## src/hw/rtl/sphere_collision_table_assert.svh

```systemverilog
// Assertion macros shared by the sphere collision table RTL.
// Included by files that carry concurrent assertions.
`ifndef SPHERE_COLLISION_TABLE_ASSERT_SVH
`define SPHERE_COLLISION_TABLE_ASSERT_SVH
// Implication checked on every clock edge outside reset.
`define SCT_ASSERT_IMP(label, clk, rst, ante, cons, msg) \
  label: assert property (@(posedge clk) disable iff (rst) (ante) |-> (cons)) \
    else $error(msg);
// Next-cycle implication checked outside reset.
`define SCT_ASSERT_NEXT(label, clk, rst, ante, cons, msg) \
  label: assert property (@(posedge clk) disable iff (rst) (ante) |=> (cons)) \
    else $error(msg);
`endif

```

## src/hw/rtl/sct_pkg.sv

```systemverilog
// Package for the sphere collision table: command and status codes, sizes.
// No dependencies.
`default_nettype none
package sct_pkg;
  localparam int SlotsDefault = 16;
  localparam int CoordBitsDefault = 16;
  localparam int MaxRecords = 16;

  localparam logic [1:0] CMD_ALLOC = 2'd0;
  localparam logic [1:0] CMD_RELEASE = 2'd1;
  localparam logic [1:0] CMD_UPDATE = 2'd2;
  localparam logic [1:0] CMD_DETECT = 2'd3;

  localparam logic [2:0] ST_ALLOCATED = 3'd0;
  localparam logic [2:0] ST_FULL = 3'd1;
  localparam logic [2:0] ST_RELEASED = 3'd2;
  localparam logic [2:0] ST_NOT_USED = 3'd3;
  localparam logic [2:0] ST_UPDATED = 3'd4;
  localparam logic [2:0] ST_RECORD = 3'd5;
  localparam logic [2:0] ST_DONE = 3'd6;

  // One result word as it travels from the controller to the output register.
  typedef struct packed {
    logic [2:0]  status;
    logic [3:0]  slot;
    logic [15:0] mask;
    logic [4:0]  count;
    logic        last;
  } result_t;
endpackage
`default_nettype wire

```

## src/hw/rtl/sct_ram.sv

```systemverilog
// Generic single-port-write, single-read RAM with a registered read.
// No dependencies.
`default_nettype none
module sct_ram #(
  parameter int Width = 8,
  parameter int Depth = 16
) (
  input  wire logic                     clk,
  input  wire logic                     we,
  input  wire logic [$clog2(Depth)-1:0] waddr,
  input  wire logic [Width-1:0]         wdata,
  input  wire logic [$clog2(Depth)-1:0] raddr,
  output logic [Width-1:0]              rdata
);
  logic [Width-1:0] mem [Depth];

  // Write port and registered read port.
  always_ff @(posedge clk) begin
    if (we) begin
      mem[waddr] <= wdata;
    end
    rdata <= mem[raddr];
  end
endmodule
`default_nettype wire

```

## src/hw/rtl/sct_overlap.sv

```systemverilog
// Overlap test between two spheres: registered squares, then sums and compare.
// Depends on nothing but its parameters.
`default_nettype none
module sct_overlap #(
  parameter int CoordBits = 16
) (
  input  wire logic                        clk,
  input  wire logic signed [CoordBits-1:0] ax, ay, az, bx, by, bz,
  input  wire logic [15:0]                 ra, rb,
  output logic                             hit
);
  localparam int DW = CoordBits + 1;
  localparam int SW = 2 * DW;
  localparam int TW = SW + 2;

  logic signed [DW-1:0] dx, dy, dz;
  logic [DW-1:0] ux, uy, uz;
  logic [SW-1:0] sx, sy, sz;
  logic [16:0] rs;
  logic [33:0] rsq;

  // Differences are exact in one extra bit; squares only need magnitudes.
  assign dx = DW'(ax) - DW'(bx);
  assign dy = DW'(ay) - DW'(by);
  assign dz = DW'(az) - DW'(bz);
  assign ux = dx[DW-1] ? -dx : dx;
  assign uy = dy[DW-1] ? -dy : dy;
  assign uz = dz[DW-1] ? -dz : dz;
  assign rs = {1'b0, ra} + {1'b0, rb};

  // Register the squares and the squared radius sum.
  always_ff @(posedge clk) begin
    sx <= SW'(ux) * SW'(ux);
    sy <= SW'(uy) * SW'(uy);
    sz <= SW'(uz) * SW'(uz);
    rsq <= 34'(rs) * 34'(rs);
  end

  // Compare the distance with the radius sum in a common width.
  localparam int CW = (TW > 34) ? TW : 34;
  assign hit = (CW'(sx) + CW'(sy) + CW'(sz)) < CW'(rsq);
endmodule
`default_nettype wire

```

## src/hw/rtl/sphere_collision_table.sv

```systemverilog
// Sphere collision table. After reset a clearing pass frees every slot
// before the first word is accepted. An update, or a release or update of a
// slot not in use, takes the accepting cycle, a slot read and a write that
// also loads the result word. Allocate probes the slots in order from slot 0,
// a read and a check per slot. Release adds to the read and write a read and
// a check per list entry searched, then moves the last entry into the hole.
// Detect fetches each listed slot and compares an active one with every
// other entry of the list, then gives the done word.
// Results leave through one output register; a stalled result holds up the
// step that produces the next word. Detect gives several words.
`default_nettype none
`include "sphere_collision_table_assert.svh"
module sphere_collision_table #(
  parameter int SLOTS = sct_pkg::SlotsDefault,
  parameter int COORD_BITS = sct_pkg::CoordBitsDefault
) (
  input  wire logic        clk,
  input  wire logic        rst,
  input  wire logic        in_valid,
  output logic             in_stall,
  input  wire logic [1:0]  command,
  input  wire logic [3:0]  slot_id,
  input  wire logic [15:0] radius,
  input  wire logic signed [15:0] pos_x,
  input  wire logic signed [15:0] pos_y,
  input  wire logic signed [15:0] pos_z,
  input  wire logic        active,
  output logic             out_valid,
  input  wire logic        out_stall,
  output logic [2:0]       status,
  output logic [3:0]       result_slot,
  output logic [15:0]      partner_mask,
  output logic [4:0]       hit_count,
  output logic             last
);
  import sct_pkg::*;

  localparam int AW = (SLOTS > 1) ? $clog2(SLOTS) : 1;
  localparam int CW = $clog2(SLOTS + 1);
  localparam int SW = 16 + 3 * COORD_BITS + 1;

  localparam logic [4:0] S_CLEAR = 5'd0;
  localparam logic [4:0] S_IDLE = 5'd1;
  localparam logic [4:0] S_RD = 5'd2;
  localparam logic [4:0] S_WR = 5'd3;
  localparam logic [4:0] S_SCAN = 5'd4;
  localparam logic [4:0] S_ACC = 5'd5;
  localparam logic [4:0] S_RLS = 5'd6;
  localparam logic [4:0] S_RLS_CHK = 5'd7;
  localparam logic [4:0] S_RLS_LAST = 5'd8;
  localparam logic [4:0] S_RLS_MOVE = 5'd9;
  localparam logic [4:0] S_LA = 5'd10;
  localparam logic [4:0] S_LAW = 5'd11;
  localparam logic [4:0] S_LAH = 5'd12;
  localparam logic [4:0] S_LB = 5'd13;
  localparam logic [4:0] S_LBW = 5'd14;
  localparam logic [4:0] S_CMP = 5'd15;
  localparam logic [4:0] S_PAIR = 5'd16;
  localparam logic [4:0] S_REC = 5'd17;
  localparam logic [4:0] S_DONE = 5'd18;

  logic [4:0] state;
  logic [1:0] cmd;
  logic [3:0] sid;
  logic [15:0] rad;
  logic signed [COORD_BITS-1:0] px, py, pz;
  logic act;
  logic [AW-1:0] idx;
  logic [CW-1:0] used_count, li, lj;
  logic [AW-1:0] a_slot, b_slot, rel_pos;
  logic b_act;
  logic [SW-1:0] a_word;
  logic [15:0] mask;
  logic any;
  logic [4:0] hits;
  logic [4:0] nrec;
  logic out_full;
  result_t res, res_next;
  logic emit;

  // Slot memory: radius, position and active flag in one word.
  logic sm_we;
  logic [AW-1:0] sm_waddr, sm_raddr;
  logic [SW-1:0] sm_wdata, sm_rdata;
  sct_ram #(.Width(SW), .Depth(SLOTS)) u_slots (
    .clk(clk), .we(sm_we), .waddr(sm_waddr), .wdata(sm_wdata),
    .raddr(sm_raddr), .rdata(sm_rdata));

  // Used list memory.
  logic ul_we;
  logic [AW-1:0] ul_waddr, ul_raddr;
  logic [AW-1:0] ul_wdata, ul_rdata;
  sct_ram #(.Width(AW), .Depth(SLOTS)) u_list (
    .clk(clk), .we(ul_we), .waddr(ul_waddr), .wdata(ul_wdata),
    .raddr(ul_raddr), .rdata(ul_rdata));

  // Field views of a slot word.
  logic [15:0] r_rad, a_rad;
  logic signed [COORD_BITS-1:0] r_x, r_y, r_z, a_x, a_y, a_z;
  logic r_act, a_act;
  assign {r_rad, r_x, r_y, r_z, r_act} = sm_rdata;
  assign {a_rad, a_x, a_y, a_z, a_act} = a_word;

  logic hit;
  sct_overlap #(.CoordBits(COORD_BITS)) u_ovl (
    .clk(clk), .ax(a_x), .ay(a_y), .az(a_z), .bx(r_x), .by(r_y), .bz(r_z),
    .ra(a_rad), .rb(r_rad), .hit(hit));

  logic in_acc, out_acc, sid_ok, slot_ok, free_hit, last_probe, rec_cap, rec_go;
  logic b_in_mask;
  logic [AW-1:0] sid_idx;
  assign in_acc = in_valid && !in_stall;
  assign out_acc = out_valid && !out_stall;
  assign in_stall = (state != S_IDLE);
  assign sid_idx = AW'(sid);
  assign sid_ok = ({28'd0, sid} < 32'(SLOTS));
  assign slot_ok = sid_ok && (r_rad != 16'd0);
  assign free_hit = (r_rad == 16'd0) && (used_count < CW'(SLOTS));
  assign last_probe = (idx == AW'(SLOTS - 1));
  assign rec_cap = (nrec >= 5'(MaxRecords));
  assign rec_go = !any || rec_cap || !out_full;
  assign b_in_mask = (32'(b_slot) < 32'd16);

  // Memory control.
  always_comb begin
    sm_we = 1'b0;
    sm_waddr = idx;
    sm_wdata = '0;
    sm_raddr = idx;
    ul_we = 1'b0;
    ul_waddr = AW'(used_count);
    ul_wdata = idx;
    ul_raddr = li[AW-1:0];
    unique case (state)
      S_CLEAR: sm_we = 1'b1;
      S_RD: sm_raddr = sid_idx;
      S_WR: begin
        sm_raddr = sid_idx;
        sm_waddr = sid_idx;
        if (cmd == CMD_UPDATE) begin
          sm_wdata = {r_rad, px, py, pz, act};
        end else begin
          sm_wdata = {16'd0, r_x, r_y, r_z, 1'b0};
        end
        sm_we = slot_ok && !out_full;
      end
      S_ACC: begin
        // The found slot gets its radius and joins the end of the list.
        sm_wdata = {rad, {(3 * COORD_BITS + 1){1'b0}}};
        sm_we = free_hit && !out_full;
        ul_we = free_hit && !out_full;
      end
      S_RLS_LAST: ul_raddr = AW'(used_count - CW'(1));
      S_RLS_MOVE: begin
        ul_raddr = AW'(used_count - CW'(1));
        ul_we = !out_full;
        ul_waddr = rel_pos;
        ul_wdata = ul_rdata;
      end
      S_LAW: sm_raddr = ul_rdata;
      S_LB: ul_raddr = lj[AW-1:0];
      S_LBW: sm_raddr = ul_rdata;
      default: ;
    endcase
  end

  // Result word produced in the current state, loaded when the register is free.
  always_comb begin
    emit = 1'b0;
    res_next = '0;
    unique case (state)
      S_WR: if (!out_full && !(slot_ok && cmd == CMD_RELEASE)) begin
        emit = 1'b1;
        res_next.status = slot_ok ? ST_UPDATED : ST_NOT_USED;
        res_next.slot = sid;
        res_next.last = 1'b1;
      end
      S_ACC: if (!out_full && (free_hit || last_probe)) begin
        emit = 1'b1;
        res_next.status = free_hit ? ST_ALLOCATED : ST_FULL;
        res_next.slot = free_hit ? 4'(idx) : 4'd0;
        res_next.last = 1'b1;
      end
      S_RLS_MOVE: if (!out_full) begin
        emit = 1'b1;
        res_next.status = ST_RELEASED;
        res_next.slot = sid;
        res_next.last = 1'b1;
      end
      S_REC: if (any && !rec_cap && !out_full) begin
        emit = 1'b1;
        res_next.status = ST_RECORD;
        res_next.slot = 4'(a_slot);
        res_next.mask = mask;
      end
      S_DONE: if (!out_full) begin
        emit = 1'b1;
        res_next.status = ST_DONE;
        res_next.count = hits;
        res_next.last = 1'b1;
      end
      default: ;
    endcase
  end

  // Sequencer.
  always_ff @(posedge clk) begin
    if (rst) begin
      state <= S_CLEAR;
      idx <= '0;
      used_count <= '0;
      li <= '0;
      lj <= '0;
    end else begin
      unique case (state)
        S_CLEAR: begin
          idx <= idx + AW'(1);
          if (idx == AW'(SLOTS - 1)) state <= S_IDLE;
        end
        S_IDLE: if (in_acc) begin
          cmd <= command;
          sid <= slot_id;
          rad <= (radius == 16'd0) ? 16'd1 : radius;
          px <= COORD_BITS'(pos_x);
          py <= COORD_BITS'(pos_y);
          pz <= COORD_BITS'(pos_z);
          act <= active;
          idx <= '0;
          li <= '0;
          lj <= '0;
          hits <= '0;
          nrec <= '0;
          unique case (command)
            CMD_ALLOC: state <= S_SCAN;
            CMD_DETECT: state <= (used_count == '0) ? S_DONE : S_LA;
            default: state <= S_RD;
          endcase
        end
        S_RD: state <= S_WR;
        S_WR: if (!out_full) begin
          state <= (slot_ok && cmd == CMD_RELEASE) ? S_RLS : S_IDLE;
        end
        S_SCAN: state <= S_ACC;
        S_ACC: begin
          // Free-slot search: one slot read per pass through S_SCAN and S_ACC.
          if (free_hit) begin
            if (!out_full) begin
              used_count <= used_count + CW'(1);
              state <= S_IDLE;
            end
          end else if (last_probe) begin
            if (!out_full) state <= S_IDLE;
          end else begin
            idx <= idx + AW'(1);
            state <= S_SCAN;
          end
        end
        S_RLS: state <= S_RLS_CHK;
        S_RLS_CHK: begin
          // Find the list position of the released slot.
          if (ul_rdata == sid_idx || li + CW'(1) >= used_count) begin
            rel_pos <= AW'(li);
            state <= S_RLS_LAST;
          end else begin
            li <= li + CW'(1);
            state <= S_RLS;
          end
        end
        S_RLS_LAST: state <= S_RLS_MOVE;
        S_RLS_MOVE: if (!out_full) begin
          used_count <= used_count - CW'(1);
          state <= S_IDLE;
        end
        S_LA: state <= S_LAW;
        S_LAW: begin
          a_slot <= ul_rdata;
          state <= S_LAH;
        end
        S_LAH: begin
          a_word <= sm_rdata;
          mask <= '0;
          any <= 1'b0;
          lj <= '0;
          if (r_act) begin
            state <= S_LB;
          end else if (li + CW'(1) == used_count) begin
            state <= S_DONE;
          end else begin
            li <= li + CW'(1);
            state <= S_LA;
          end
        end
        S_LB: begin
          // A slot is not compared with itself.
          if (lj == li) begin
            if (lj + CW'(1) == used_count) state <= S_REC;
            else lj <= lj + CW'(1);
          end else begin
            state <= S_LBW;
          end
        end
        S_LBW: begin
          b_slot <= ul_rdata;
          state <= S_CMP;
        end
        S_CMP: begin
          b_act <= r_act;
          state <= S_PAIR;
        end
        S_PAIR: begin
          if (b_act && hit) begin
            any <= 1'b1;
            if (b_in_mask) mask[4'(b_slot)] <= 1'b1;
          end
          if (lj + CW'(1) == used_count) begin
            state <= S_REC;
          end else begin
            lj <= lj + CW'(1);
            state <= S_LB;
          end
        end
        S_REC: if (rec_go) begin
          if (any) begin
            if (hits != 5'd31) hits <= hits + 5'd1;
            if (!rec_cap) nrec <= nrec + 5'd1;
          end
          if (li + CW'(1) == used_count) begin
            state <= S_DONE;
          end else begin
            li <= li + CW'(1);
            state <= S_LA;
          end
        end
        S_DONE: if (!out_full) state <= S_IDLE;
        default: state <= S_IDLE;
      endcase
    end
  end

  // Output register.
  always_ff @(posedge clk) begin
    if (rst) begin
      out_full <= 1'b0;
      res <= '0;
    end else if (emit) begin
      res <= res_next;
      out_full <= 1'b1;
    end else if (out_acc) begin
      out_full <= 1'b0;
    end
  end

  assign out_valid = out_full;
  assign status = res.status;
  assign result_slot = res.slot;
  assign partner_mask = res.mask;
  assign hit_count = res.count;
  assign last = res.last;

  `SCT_ASSERT_IMP(a_no_accept_busy, clk, rst, state != S_IDLE, in_stall, "accept while busy")
  `SCT_ASSERT_IMP(a_count_range, clk, rst, 1'b1, used_count <= CW'(SLOTS), "list overflow")
  `SCT_ASSERT_IMP(a_pair_active, clk, rst, state == S_PAIR, a_act, "inactive slot compared")
  `SCT_ASSERT_NEXT(a_hold, clk, rst, out_valid && out_stall,
    out_valid && $stable({status, result_slot, partner_mask, hit_count, last}),
    "output word dropped")
endmodule
`default_nettype wire
```

## config.mk

```make
export PLATFORM = sky130hd
export DESIGN_NAME = sphere_collision_table
export DESIGN_NICKNAME = d
export VERILOG_FILES = /design/src/hw/rtl/sct_pkg.sv /design/src/hw/rtl/sct_ram.sv /design/src/hw/rtl/sct_overlap.sv /design/src/hw/rtl/sphere_collision_table.sv
export VERILOG_INCLUDE_DIRS = /design/src /design/src/hw/rtl
export SDC_FILE = /design/constraint.sdc
export NUM_CORES = 2
export LEC_CHECK = 0
export ABC_AREA = 1
export BUFFER_PORTS_ARGS = -buffer_cell sky130_fd_sc_hd__buf_2
export CORE_ASPECT_RATIO = 1.75
export CORE_MARGIN = 1
export CORE_UTILIZATION = 30
export DETAILED_ROUTE_END_ITERATION = 10
export GPL_TIMING_DRIVEN = 0
export MAX_ROUTING_LAYER = met4
export SLEW_MARGIN = 20
export SYNTH_ARGS = -nofsm -noshare
export SYNTH_HDL_FRONTEND = slang
export SYNTH_SLANG_ARGS = --single-unit
```

## constraint.sdc

```tcl
create_clock -name clk -period 14.6 [get_ports clk]
set_input_delay 2.19 -clock clk [delete_from_list [all_inputs] [get_ports clk]]
set_output_delay 2.19 -clock clk [all_outputs]
set_load 0.05 [all_outputs]
```

# Yosys cells after proc, flatten, opt, wreduce, memory -nomap -nowiden
# Memories as Yosys holds them, arrays and structs flattened. A register that Yosys moved wholly into a read port is not among the register bits.
# Index checks and enable logic that the tools add are counted.
dict set report word_totals {
  register_bits 366
  ram_bits 1104
  inputBits 75
  wordCells 244
  memories 2
}
# name depth width read_ports rd_clocked_by_memory_dff wr line_no
set memory_table {}
lappend memory_table {u_slots.mem 16 65 1 1 1 sct_ram.sv:15} ;# logic [Width-1:0] mem [Depth];
lappend memory_table {u_list.mem 16 4 1 1 1 sct_ram.sv:15}
dict set report op_classes {
  add_sub_neg 16
  n_mul 4
  order_cmp 6
  eq_ne 45
  muxes 85
  n_bitwise 2
  reduce_logical 53
}
# operator count
set op_table {}
lappend op_table {{two-way mux 5 bit} 31}
lappend op_table {{multiplier 17 x 17 -> 34 bit} 4}
lappend op_table {{one-hot mux 65 bit (2 select lines)} 1}
lappend op_table {{one-hot mux 5 bit (18 select lines)} 1}
lappend op_table {{two-way mux 65 bit} 1}
lappend op_table {{two-way mux 17 bit} 3}
lappend op_table {{negator 17 bit} 3}
lappend op_table {{subtractor 16 x 16 -> 17 bit} 3}
lappend op_table {{equality test 5 x 4 -> 1 bit (second input constant)} 8}
lappend op_table {{one-hot mux 5 bit (2 select lines)} 4}
lappend op_table {{one-hot mux 5 bit (4 select lines)} 2}
lappend op_table {{adder 36 x 34 -> 36 bit} 1}
lappend op_table {{less-than comparator 36 x 34 -> 1 bit} 1}
lappend op_table {{adder 34 x 34 -> 35 bit} 1}
lappend op_table {{logical NOT 16 bit} 2}
lappend op_table {{two-way mux 16 bit} 2}
lappend op_table {{two-way mux 4 bit} 8}
lappend op_table {{inequality test 2 bit (second input constant)} 16}
lappend op_table {{one-hot mux 16 bit (2 select lines)} 1}
lappend op_table {{adder 5 x 1 -> 5 bit (second input constant)} 5}
lappend op_table {{two-way mux 23 bit} 1}
lappend op_table {{equality test 5 x 3 -> 1 bit (second input constant)} 4}
lappend op_table {{adder 16 x 16 -> 17 bit} 1}
lappend op_table {{OR 16 bit} 1}
lappend op_table {{46 further kinds} 106}

# Depth between registers and ports, before layout
dict set report depth {
  ltp_word 7
  ltp_mapped 48
}

# Hierarchy
# A second synthesis with hierarchy kept.
dict set report unflattened {
  cells_unflattened 11166
  hier_area_um2 103344.1
}
# mod instances cells_per_inst area_per_inst_um2 seq_area_each_um2
set modules_own_cells {}
lappend modules_own_cells {{sct_ram at u_slots} 1 4276 45932.8 32531.2}
lappend modules_own_cells {sct_overlap 1 5445 43469.2 2642.5}
lappend modules_own_cells {sphere_collision_table 1 1153 10964.3 6336.1}
lappend modules_own_cells {{sct_ram at u_list} 1 292 2977.9 2001.9}

# Worst setup path before layout
# Ideal clock, no wire load.
dict set report synth_timing {
  kind {input to register}
  from {input port rst}
  to {register act, enable pin}
  setup_time_ps 587
  arrival_ps 7423
  required_ps 14013
  slack_ps 6591
  path_stages 3
  path_buffers 2
  path_cell_list {clkbuf_1 -> clkbuf_1 -> nor3_1}
}
dict set report synth_between {
  elab_chain_cells 2
}
# element line_no
set synth_rtl {}
lappend synth_rtl {{start: declaration} sphere_collision_table.sv:18} ;# input wire logic rst,
lappend synth_rtl {{NOT 1 bit (no line)} n/a}
lappend synth_rtl {{AND reduction 3 bit (no line)} n/a}
lappend synth_rtl {{end signal: assignment} sphere_collision_table.sv:227} ;# act <= active;
lappend synth_rtl {{end: declaration} sphere_collision_table.sv:67} ;# logic act;
# Every way passes these cells.
# A chain may end at the register's enable or synchronous reset.

# Final worst setup path
dict set report layout_timing {
  from {register u_slots.rdata[17], read port of u_slots.mem}
  to {register u_ovl.sy[30]}
}
dict set report layout_between {
  elab_chain_cells 4
}
# element line_no
set layout_rtl {}
lappend layout_rtl {{start: declaration} sct_ram.sv:13} ;# output logic [Width-1:0] rdata
lappend layout_rtl {{subtractor 16 x 16 -> 17 bit *} sct_overlap.sv:24} ;# assign dy = DW'(ay) - DW'(by);
lappend layout_rtl {{negator 17 bit} sct_overlap.sv:27} ;# assign uy = dy[DW-1] ? -dy : dy;
lappend layout_rtl {{two-way mux 17 bit *} sct_overlap.sv:27}
lappend layout_rtl {{multiplier 17 x 17 -> 34 bit *} sct_overlap.sv:34} ;# sy <= SW'(uy) * SW'(uy);
lappend layout_rtl {{end signal: assignment} sct_overlap.sv:34}
lappend layout_rtl {{end: declaration} sct_overlap.sv:18} ;# logic [SW-1:0] sx, sy, sz;
# Mark *: on every way between the ends. The rest lies on a longest branch, timed or not.

==> key figures <==
GRT
  – Initial antenna violation count: 14
  – Number of global-route vias before repair: 76,000
  – GR Util All Layers: 18.6%
  – Global-route wire length before repair: roughly 460 mm
  – Total grt overflow: 0
  – Largest net degree at the start of global routing: 43

CTS
  – Clock root buffer: clkbuf_16
  – CTS tree: yes
  – # resized after CTS: 0
  – Deepest level of the CTS H-tree: 4
  – Clk buf depth: 4
  – Clock sink total: around 1,500
  – Clock Latency Late Sink: approximately 0.85 ns
  – Post-CTS Hold Fix Bufs: 0
  – Clock transition at path regs: ~0.070 ns
  – TritonCTS Buffers: about 160
  – Post-CTS Setup Bufs: 0

STA
  – Fin crit share: approximately 65%
  – Min Clock Period, post-route: around 9.4 ns
  – Worst relative slew slack: between 20% and 30%
  – Worst slew pin tran: roughly 1.2 ns
  – Fmax: 0.106 GHz
  – Final Max Tran Viols: 0
  – Layout Skew: roughly 0.089 ns
  – Final WS setup: 5.16 ns
  – Final setup fails: 0
  – Hold Fails Final Rpt: 0
  – RSZ-0062 raised after global routing: no
  – Setup_tns: 0 ns

Synthesis
  – FFs w/ async S/R, synth: 0%
  – Largest family of logic cells by synthesized area: adder cells
  – Compound-Gate Fraction of Synth Area: around 9%
  – Mux contribution to synthesized area: 0%
  – Most common flop cell mapped by yosys: edfxtp_1
  – Post-synth EDFFs: 1,279
  – Synth Area in Simple Gates: approximately 13%
  – Mapped cell area: 0.101 mm^2
  – Synth warn: 0
  – Seq/Total Area, Yosys: between 40% and 50%
  – Top cell type's share of synthesized area: a little under two fifths
  – Area share of fa/ha/maj cells after synthesis: a little under a quarter
  – Synth area leader: edfxtp_1
  – Avg Inst Size Synth: between 9 and 10 um^2
  – XOR/XNOR Fraction of Synth Area: about 2.2%
  – Flops & latches, synth: around 1,500
  – Synth top area cells: edfxtp_1 38%, fa_1 15%, inv_1 8.5%
  – Syn Inst Count: 10,500
  – Netlist cell types: 65

Place
  – IO Port Bufs: approximately 100
  – Hpwl dp: 244 mm
  – Placed cell areas: roughly 0.11 mm^2
  – RD Place Congestion: about 1
  – Worst slack, placed: 5.18 ns

Setup path
  – Slowest cell delay on critical path: roughly 0.6 ns
  – WS Path Type: flip-flop to flip-flop
  – Slowest CP cell: fa_1
  – WP buf/inv: 8
  – Most used cell, CP: nand2_1
  – Worst EP arrival: 10.16 ns
  – Crit-path max FO: 10
  – CP Data Required Time: roughly 15 ns
  – RR Startpoint: u_slots.rdata[17]
  – Critical path endpoint category: flip-flop
  – Crit-path leading delay family: adder cells
  – Crit. Startpoint: u_slots.rdata[17]
  – CP Launch Type: flip-flop

Route
  – Pre-antenna DRT Iters: 6
  – DR vias: 73,100
  – Avg Vias per Cell: around 4.7
  – WL met3: ~12 mm
  – DRT iter0 DRCs: roughly 4,400
  – Uppermost layer routed: met4
  – M1 WL: 105 mm
  – WL met2: roughly 170 mm
  – Final ANT Viol Nets: 0
  – Remaining DRCs: 0
  – Routed wire length: roughly 310 mm
  – Routed length per instance: about 20 um

Die
  – IO Pins: 106
  – Die Y: roughly 770 um
  – Die footprint: ~0.34 mm^2
  – Die Wd: 441 um
  – Starting Density: between 30 and 40%
  – # rows: 281
  – Area of the core: 0.335 mm^2

Hold path
  – Hold_sp: u_slots.rdata[4]
  – Worst hold path class: flip-flop to flip-flop

Outcome
  – Status: finished, final reports clean

Layout
  – Nets@finish: around 12,000
  – Layout area overhead: 12.6%
  – Share of layout cells above drive strength 1: 6.42%
  – Design Area, Final: about 0.11 mm^2

Run
  – Max cap viols: 0
[layout by cell type (no fill, tap or decap), types with 15 or more instances in the layout]
cell type  instances
o21ai_2           18
fa_1             774
a21o_1            22
buf_6             15
a31oi_1           26
a21oi_1          614
nor4_1            17
nand2_1         1632
ha_1             595
o21bai_1          25
nand3_1          624
clkinv_2          24
nand4_1           75
clkbuf_16        160
nand3b_1          16
nand2_2           15
buf_4             30
o21ai_0          465
clkinv_1          20
buf_16            18
xor2_1           167
diode_2           19
clkbuf_1         177
inv_2             28
inv_1           2272
nor2_1           659
o21ai_1           40
bufinv_16         19
o21a_1            15
conb_1            36
nor3_1            45
buf_1             21
nor2_2            16
dfxtp_1          255
xnor2_1           78
edfxtp_1        1279
o211ai_1         289
buf_2            257
[flip-flops by register name, summed over array words and instances (netlist names), 5 cells and up]
| name | flops |
|---|---|
| lj | 5 |
| u_slots.rdata | 65 |
| u_ovl.sz | 33 |
| u_slots.mem | 1040 |
| used_count | 5 |
| partner_mask | 16 |
| a_word | 64 |
| li | 5 |
| nrec | 5 |
| mask | 16 |
| py | 16 |
| u_ovl.sy | 33 |
| rad | 16 |
| u_ovl.rsq | 33 |
| u_list.mem | 64 |
| state | 5 |
| hits | 5 |
| hit_count | 5 |
| px | 16 |
| u_ovl.sx | 33 |
| pz | 16 |
[cell type report]
class	instances	area (um^2)
clock inverters	84	1020
well taps	4386	5490
flip-flops and latches	1534	43500
fillers	34200	221000
diodes	19	47.5
clock buffers	195	4240
plain buffers	342	1530
inverters	2316	8720
repair buffers	172	1610
multi-input cells	6374	47600
[per-layer routing]
layer	vias to the layer above	track usage, %
li1	34800	-
met1	35400	17.8
met2	2014	34.5
met3	844	1.80
met4	0	13.2
met5	-	-
[per-stage QoR]
| stage | utilization, % | instances | hold slack [ns] |
|---|---|---|---|
| 5_1_grt | 34.0 | 15400 | 0.451 |
| 3_5_place_dp | 32.4 | 15100 | 0.422 |
| 4_1_cts | 34.0 | 15400 | 0.437 |
| 6_report | 34.0 | 15400 | 0.440 |
| 3_3_place_gp | 32.0 | 15100 | 0.416 |
| 2_1_floorplan | - | 10600 | 0.406 |
[synthesized netlist by cell type (21+ instances only)]
cell type	number
nand2_1	1632
a31oi_1	26
nor3_1	48
ha_1	595
o21ai_0	481
xnor2_1	79
inv_1	2281
dfxtp_1	255
o211ai_1	289
buf_2	153
nand4_1	75
nand3_1	624
edfxtp_1	1279
a21oi_1	616
inv_2	28
a21o_1	22
fa_1	774
buf_1	21
o21bai_1	25
nor2_1	667
o21ai_1	37
clkbuf_1	158
xor2_1	167
[cell families (layout without fill, tap and decap cells)]
logic type | Yosys count | count (layout)
adders and majority gates | 1369 | 1369
DFF | 1534 | 1534
other | 2 | 55
AOI/OAI and AO/OA | 1580 | 1580
xor gates and xnor gates | 252 | 252
and+or+nand+nor | 3137 | 3137
buffers and inverters | 2658 | 3109
[worst reg2reg max path: cells and delay by family, from the launching register on]
family / cells / cell delay, ns
fa+ha+maj: 9 / 4.05
simple gates: 18 / 2.95
buf+inv: 8 / 1.17
compound gates: 2 / 0.48
flops: 1 / 0.38
xor+xnor: 1 / 0.27
[path summary, 6_finish.rpt]
check,slack (ns),endpoint,cells past startpoint
max,5.16,u_ovl.sy[30],38
min reg2reg,0.44,a_word[4],0
min,0.44,a_word[4],0
max reg2reg,5.16,u_ovl.sy[30],38
Power is not shown: default switching activity piles up to over one toggle a cycle in this logic, so the estimate is an artifact.
